**src/hw/rtl/euler_zyz_rotation_matrix_macros.svh**
```systemverilog
// Assertion macros for the ZYZ Euler rotation matrix block.
// Used by the top level; needs i_clk and i_rst_n in scope.
`ifndef EULER_ZYZ_ROTATION_MATRIX_MACROS_SVH
`define EULER_ZYZ_ROTATION_MATRIX_MACROS_SVH
`define EZR_ASSERT_IMP(label, ante, cons, msg) \
    label: assert property (@(posedge i_clk) disable iff (!i_rst_n) (ante) |-> (cons)) \
        else $error(msg);
`define EZR_ASSERT_NEXT(label, ante, cons, msg) \
    label: assert property (@(posedge i_clk) disable iff (!i_rst_n) (ante) |=> (cons)) \
        else $error(msg);
`endif

```
**src/hw/rtl/ezr_mul_cell.sv**
```systemverilog
// Rounded Q.FRAC product with a register after it.
// Depends on nothing but its ports.
`default_nettype none
module ezr_mul_cell #(
    parameter int FRAC_BITS = 14
) (
    input  wire logic                       i_clk,
    input  wire logic                       i_en,
    input  wire logic signed [FRAC_BITS+1:0] i_a,
    input  wire logic signed [FRAC_BITS+1:0] i_b,
    output      logic signed [FRAC_BITS+1:0] o_p
);
    localparam int PW = 2 * FRAC_BITS + 4;
    logic signed [PW-1:0] n_prod;
    logic signed [FRAC_BITS+1:0] r_p;
    always_comb begin
        n_prod = PW'(i_a) * PW'(i_b) + (PW'(1) <<< (FRAC_BITS - 1));
    end
    always_ff @(posedge i_clk) begin
        if (i_en) begin
            r_p <= (FRAC_BITS + 2)'(n_prod >>> FRAC_BITS);
        end
    end
    assign o_p = r_p;
endmodule
`default_nettype wire

```
**config.mk**
```make
export PLATFORM = sky130hd
export DESIGN_NAME = ezr_mul_cell
export DESIGN_NICKNAME = d
export VERILOG_FILES = /design/src/hw/rtl/euler_zyz_rotation_matrix_macros.svh /design/src/hw/rtl/ezr_mul_cell.sv
export SDC_FILE = /design/constraint.sdc
export NUM_CORES = 1
export LEC_CHECK = 0
export ABC_AREA = 1
export BUFFER_PORTS_ARGS = -buffer_cell sky130_fd_sc_hd__buf_2
export CAP_MARGIN = 20
export CORE_MARGIN = 2
export CORE_UTILIZATION = 60
export CTS_CLUSTER_SIZE = 40
export DETAILED_ROUTE_END_ITERATION = 10
export GPL_TIMING_DRIVEN = 0
export PLACE_DENSITY = 0.75
export SLEW_MARGIN = 20
export SYNTH_ARGS = -nofsm -noshare
export SYNTH_HDL_FRONTEND = slang
export SYNTH_SLANG_ARGS = --single-unit
```
**constraint.sdc**
```tcl
create_clock -name i_clk -period 8.9 [get_ports i_clk]
set_input_delay 1.78 -clock i_clk [delete_from_list [all_inputs] [get_ports i_clk]]
set_output_delay 1.78 -clock i_clk [all_outputs]
set_load 0.01 [all_outputs]
```
==> reports/metrics.yaml, run 1 <==
floorplan:
  core-area_um2: 17200
  io_pins: 50
  die_h_um: 137
  die_area_um2: 18700
  dieWidth_um: 137
  num_rows: 48
  start_util: 0.612
synth:
  syn_area_um2: 10600
  post_synth.cell_area_avg_um2: 7.65
  yosysWarnings: 0
  seq_area_frac_synth: 0.0455
  synth_fp_nets: 1735
  syn_inst: 1379
  synth_edf_count: 16
  synth_flop_cell: "edfxtp_1"
  ys_ff_latch: 16
  synth_cell_types: 31
  async_flop_share: 0
run_status:
  status: "finished, final reports clean"
route:
  vias: 8403
  drt_wl_total_mm: 26.3
  avgViaCountPerCell: 5.14
  drc: 0
  postRouteAntennaNets: 0
  wl_per_cell_um: 16.1
  dr.pass1.iters: 5
  drt_iter0_drc: 510
layout:
  final_nets: 1766
  layout-drive-gt1-share: 0.0334
  largest_reg_flops: 16
  layout_common_cells: "inv_1 (447), nand2_1 (366), fa_1 (248), ha_1 (74), nor2_1 (55)"
  fillers: 1506
  multi_input_area_um2: 8190
  regArea_um2: 480
  syn_to_final_growth_pct: 4.67
  mostFrequentLayoutCell: "inv_1"
  design_area_um2: 11000
critical_path:
  cp.arrival_ns: 7.73
  worst-setup-path-type: "in -> reg"
  cp_max_fo: 10
  critPathLaunchType: "input pin"
  crit_path_end_kind: "flop"
  crit_required_ns: 8.90
clock_tree:
  clkTransAtPathRegs_ns: 0.05
  cts_hold_buf: 0
  cts_setup_buffers: 0
  cts_resized: 0
  cts_max_level: 1
  root_buffer: "clkbuf_16"
  cts_made_buffers: 3
  cts_tree: "done"
  clock_sinks: 16
  cts_buffer_depth: 2
sta:
  hold_viol: 0
  fin_crit_ns: 7.73
  finalSetupTns_ns: 0
  tightest_slew_ns: 0.726
  maxSlewViolCount: 0
  rsz0062_at_grt: "false"
  timing.fmax_ghz: 0.129
  setup_viol: 0
  maxSlewHeadroom: 0.516
  finalCritPeriodShare: 0.869
global_route:
  grt_pass1_wl_mm: 43.1
  antenna_found_initial: 0
  grt_pass1_vias: 8794
  gr-total-overflow: 0
  grt_max_degree: 17
  grt_use_total: 0.307
placed_design:
  place_hpwl_mm: 22.7
  gp_congestion: 0.928
  io_buffers: 26
  placed_area_um2: 11000
flow_run:
  drv_cap: 0
worst_hold_path:
  holdCritPathClass: "in -> reg"
stage by stage:
stage,setup WS (ns),instances,util,hold slack (ns)
final,1.17,1635,0.641,1.97
after global routing,0.917,1634,0.641,1.99
after CTS,1.27,1634,0.641,1.98
after detailed placement,1.02,1630,0.636,2.19
after global placement,1.10,1630,0.636,2.19
after floorplan,1.89,1379,-,1.89
cell families after synthesis:
| group | count (synthesis) | share of synthesized area |
|---|---|---|
| xor+xnor | 9 | 0.00747 |
| flops | 16 | 0.0455 |
| buf+inv | 503 | 0.179 |
| fa+ha+maj | 322 | 0.558 |
| compound gates | 59 | 0.0321 |
| simple gates | 470 | 0.178 |
cell type report:
cell class              count  share of cell area
well taps                 225              0.0255
clock buffers               3             0.00680
multi-input cells         860               0.741
clock inverters             1            0.000340
inverters                 448               0.152
flip-flops and latches     16              0.0435
diodes                      1            0.000227
plain buffers              55              0.0187
repair buffers             26              0.0118
cells in the mapped netlist (4+ instances only):
master,n,area (um^2)
fa_1,248,4960
nand2_1,366,1370
nor2_1,55,206
o21bai_1,4,30.0
ha_1,74,926
xor2_1,7,61.3
o21ai_0,14,70.1
inv_1,447,1680
clkbuf_1,53,199
nand3_1,27,135
a21oi_1,25,125
edfxtp_1,16,480
or2_2,4,25.0
worst max-delay path, cell delays in order:
cell and delay, ns:
clkbuf_1 0.49, clkbuf_1 0.52, nand2_1 0.17, fa_1 0.56, inv_1 0.06, fa_1 0.49, inv_1 0.05, fa_1 0.52
inv_1 0.05, fa_1 0.46, fa_1 0.49, inv_1 0.05, fa_1 0.54, inv_1 0.06, ha_1 0.43, nand2_1 0.14
nor2_1 0.15, inv_1 0.10, nor3_2 0.18, nand2_1 0.08, nand2_1 0.10, nand2_1 0.10, nand3_1 0.10, nand2_1 0.06
routing by layer:
metal  up-vias  part of all wire  track usage  routed length, um
met5         -                 0            0                  0
met4         0             0.056        0.144               1480
met3        83             0.071       0.0493               1870
met2       317              0.49        0.531              13000
met1      4095              0.38        0.378               9980
li1       3908                 -            -                  -
path summary, 6_finish.rpt:
kind                from     end  slack, ns  depth (start not counted)
setup / recovery  i_b[7]  o_p[6]       1.17                         24
hold / removal      i_en  o_p[4]       1.97                          1
Power of run 1 is not shown: default switching activity piles up to over one toggle a cycle in this logic, so the estimate is an artifact.
==> run 2: changes to the inputs <==
Settings changed: CTS_CLUSTER_SIZE 40 to unset, RECOVER_POWER set to 100.
==> run 2 against run 1 <==
Compared with the run above:
- first-iteration DRC count grew 9.6%
- die area is the same
- global-route usage is the same
- non-clock buffer count is the same
- worst setup slack lost 0.099 ns
- critical endpoint unchanged
- final cell count is the same
- critical path depth is the same
- wire length is essentially flat
- sequential cell count is the same
- final area shrank 0.36%
==> reports/metrics.yaml, run 2 (synthesis gave the netlist of run 1 again) <==
placed_design:
  io_buffers: 26
  dp_cells: 1630
  place_hpwl_mm: 22.7
  gp_congestion: 0.928
  placed_area_um2: 11000
route:
  avgViaCountPerCell: 5.16
  drt_wl_total_mm: 26.3
  dr.pass1.iters: 5
  drc: 0
  vias: 8437
  drt_iter0_drc: 559
  wl_per_cell_um: 16.1
  postRouteAntennaNets: 0
clock_tree:
  cts_max_level: 1
  clkTransAtPathRegs_ns: 0.05
  root_buffer: "clkbuf_16"
  cts_buffer_depth: 2
  clock_sinks: 16
  cts_resized: 0
  cts_tree: "done"
  cts_hold_buf: 0
  cts_made_buffers: 3
  cts_setup_buffers: 0
layout:
  layout_common_cells: "inv_1 (447), nand2_1 (367), fa_1 (248), ha_1 (74), clkbuf_1 (71)"
  layout-drive-gt1-share: 0.0177
  largest_reg_flops: 16
  layout.cells.non_filler: 1635
  mostFrequentLayoutCell: "inv_1"
  design_area_um2: 11000
  syn_to_final_growth_pct: 4.29
  final_nets: 1766
worst_hold_path:
  min_to: "o_p[4]"
  holdCritPathClass: "in -> reg"
  hold_depth: 1
  hold_start: "i_en"
sta:
  finalSetupTns_ns: 0
  setup_viol: 0
  maxSlewHeadroom: 0.391
  timing.fmax_ghz: 0.128
  tightest_slew_ns: 0.913
  maxSlewViolCount: 0
  hold_viol: 0
  finalCritPeriodShare: 0.880
  rsz0062_at_grt: "false"
  fin_crit_ns: 7.83
floorplan:
  num_rows: 48
  io_pins: 50
  die_h_um: 137
  core-area_um2: 17200
  start_util: 0.612
  die_area_um2: 18700
  dieWidth_um: 137
critical_path:
  cp.arrival_ns: 7.83
  worst-setup-path-type: "in -> reg"
  crit_required_ns: 8.90
  crit_path_end_kind: "flop"
  critPathLaunchType: "input pin"
  cp_max_fo: 10
global_route:
  grt_max_degree: 17
  grt_pass1_vias: 8794
  antenna_found_initial: 0
  gr-total-overflow: 0
  grt_use_total: 0.307
  grt_pass1_wl_mm: 43.1
flow_run:
  drv_cap: 0
run_status:
  status: "finished, final reports clean"
run 2: area by class of cell:
type | count | area [um^2]
multi-input cells | 860 | 8170
fillers | 1514 | 6230
inverters | 448 | 1680
flip-flops and latches | 16 | 480
well taps | 225 | 282
plain buffers | 55 | 206
repair buffers | 26 | 108
clock buffers | 3 | 75.1
clock inverters | 1 | 3.75
diodes | 1 | 2.50
run 2: critical path: stages:
cell      delay (ns)
clkbuf_1        0.47
clkbuf_1        0.52
nand2_1         0.17
fa_1            0.56
inv_1           0.06
fa_1            0.49
inv_1           0.05
fa_1            0.52
inv_1           0.05
fa_1            0.45
fa_1            0.49
inv_1           0.05
fa_1            0.54
inv_1           0.06
ha_1            0.43
nand2_1         0.14
nor2_1          0.16
inv_1           0.09
nor3_1          0.29
nand2_1         0.10
nand2_1         0.11
nand2_1         0.09
nand3_1         0.10
nand2_1         0.06
run 2: worst max-delay path by stage:
stage | from | endpoint | slack, ns
after floorplan | i_a[15] | o_p[13] | 1.89
final | i_b[7] | o_p[6] | 1.07
after global routing | i_a[10] | o_p[6] | 0.83
after CTS | i_a[15] | o_p[13] | 1.27
after detailed placement | i_a[15] | o_p[13] | 1.02
after global placement | i_a[6] | o_p[5] | 1.10
run 2: per-layer routing:
metal | share of wire | GRT usage
met3 | 0.072 | 0.0493
met4 | 0.056 | 0.144
met5 | 0 | 0
met2 | 0.49 | 0.531
met1 | 0.38 | 0.378
run 2: stage by stage:
step / worst slack (ns) / util / hold WS, ns
after floorplan: 1.89 / - / 1.89
after global placement: 1.10 / 0.636 / 2.19
after CTS: 1.27 / 0.641 / 1.98
after global routing: 0.826 / 0.638 / 2.25
final: 1.07 / 0.639 / 2.22
after detailed placement: 1.02 / 0.636 / 2.19
Power of run 2 is left out for the same reason.
==> run 3: changes to the inputs <==
Settings changed: BUFFER_PORTS_ARGS -buffer_cell sky130_fd_sc_hd__buf_2 to unset, DONT_BUFFER_PORTS set to 1, HOLD_SLACK_MARGIN set to 0.08, PLACE_DENSITY 0.75 to 0.73.
==> run 3 against run 2 <==
Compared with the run above:
- global-route usage increased by 0.21 points
- utilization decreased by 0.64 points
- worst setup slack improved by 0.0032 ns
- first-iteration DRC count decreased by 6.8%
- fmax about the same
- final area is 1.0% lower
- critical path depth stayed put
- worst hold slack worse by 0.57 ns
- sequential cell count did not move
- via count fell by 1.0%
==> reports/metrics.yaml, run 3 (synthesis gave the netlist of run 1 again) <==
global_route:
  grt_max_degree: 17
  grt_pass1_vias: 8701
  antenna_found_initial: 1
  grt_use_total: 0.309
  grt_pass1_wl_mm: 43.2
  gr-total-overflow: 0
placed_design:
  place_hpwl_mm: 22.8
  gp_congestion: 0.936
  io_buffers: 0
  dp_cells: 1604
layout:
  multi_input_area_um2: 8170
  layout-drive-gt1-share: 0.0116
  layout_common_cells: "inv_1 (447), nand2_1 (367), fa_1 (248), ha_1 (74), nor2_1 (55)"
  regArea_um2: 480
  diodes: 0
  fillers: 1530
  syn_to_final_growth_pct: 3.25
  layout.cells.non_filler: 1608
  largest_reg_flops: 16
  mostFrequentLayoutCell: "inv_1"
  final_nets: 1740
floorplan:
  num_rows: 48
  die_h_um: 137
  start_util: 0.612
  core-area_um2: 17200
  io_pins: 50
  dieWidth_um: 137
  die_area_um2: 18700
sta:
  tightest_slew_ns: 0.729
  timing.fmax_ghz: 0.128
  rsz0062_at_grt: "false"
  finalSetupTns_ns: 0
  maxSlewHeadroom: 0.514
  finalCritPeriodShare: 0.880
  setup_viol: 0
  fin_crit_ns: 7.83
  maxSlewViolCount: 0
  hold_viol: 0
worst_hold_path:
  hold_depth: 0
  holdCritPathClass: "in -> reg"
  min_to: "o_p[9]"
  hold_start: "i_en"
route:
  vias: 8353
  wl_per_cell_um: 16.6
  drt_wl_total_mm: 26.6
  dr.pass1.iters: 5
  drc: 0
  drt_iter0_drc: 521
  postRouteAntennaNets: 0
  avgViaCountPerCell: 5.19
clock_tree:
  cts_made_buffers: 3
  cts_max_level: 1
  cts_setup_buffers: 0
  clock_sinks: 16
  cts_hold_buf: 0
  root_buffer: "clkbuf_16"
  cts_buffer_depth: 2
  cts_resized: 0
  cts_tree: "done"
  clkTransAtPathRegs_ns: 0.05
critical_path:
  crit_chain: "clkbuf_1, clkbuf_1, nand2_1, fa_1, inv_1, fa_1, inv_1, fa_1, inv_1, fa_1, fa_1, inv_1, fa_1, inv_1, ha_1, nand2_1, nor2_1, inv_1, nor3_1, nand2_1, nand2_1, nand2_1, nand3_1, nand2_1"
  critPathLaunchType: "input pin"
  worst-setup-path-type: "in -> reg"
  cp.arrival_ns: 7.83
  crit_path_end_kind: "flop"
  cpPeakStageDelay_ns: 0.60
  crit_required_ns: 8.90
  crit_slowest_cell: "clkbuf_1"
  cp_max_fo: 10
run_status:
  status: "finished, final reports clean"
flow_run:
  drv_cap: 0
==> run 3: changes by cell type in the layout (fill, tap and decap cells not counted) <==
| cell | delta |
|---|---|
| diode_2 | -1 |
| buf_2 | -8 |
| clkinv_1 | +1 |
| clkbuf_1 | -18 |
| inv_2 | -1 |
==> run 3: layout make-up <==
| class | instances | share of cell area |
|---|---|---|
| multi-input cells | 860 | 0.750 |
| inverters | 448 | 0.154 |
| flip-flops and latches | 16 | 0.0441 |
| well taps | 225 | 0.0258 |
| plain buffers | 55 | 0.0189 |
| clock buffers | 3 | 0.00689 |
| clock inverters | 1 | 0.000344 |
==> run 3: through the flow <==
stage                     hold slack (ns)  utilization  setup slack (ns)  cell area (um^2)
after floorplan                      1.89            -              1.89             10600
after global placement               1.89        0.629              1.06             10800
after detailed placement             1.89        0.629             0.983             10800
after CTS                            1.64        0.633              1.24             10900
after global routing                 1.64        0.632             0.695             10900
final                                1.64        0.632              1.07             10900
==> run 3: worst max-delay path: cells and delay by family <==
family | cells | cell delay (ns)
simple gates | 9 | 1.15
fa+ha+maj | 7 | 3.40
buf+inv | 8 | 1.49
==> run 3: worst max-delay path by stage <==
stage | startpoint | to | slack [ns] | cells after the start
after floorplan | i_a[15] | o_p[13] | 1.89 | 22
after global placement | i_b[7] | o_p[5] | 1.06 | 24
after detailed placement | i_a[6] | o_p[14] | 0.98 | 22
after CTS | i_a[6] | o_p[14] | 1.24 | 22
after global routing | i_b[7] | o_p[5] | 0.70 | 24
final | i_a[5] | o_p[6] | 1.07 | 24
==> run 3: layer usage <==
layer | global-route usage | share of wire | vias to the layer above
met4 | 0.133 | 0.053 | 0
met5 | 0 | 0 | -
met1 | 0.387 | 0.38 | 4059
met3 | 0.0544 | 0.083 | 88
li1 | - | - | 3855
met2 | 0.529 | 0.49 | 351
Power of run 3 is left out for the same reason.
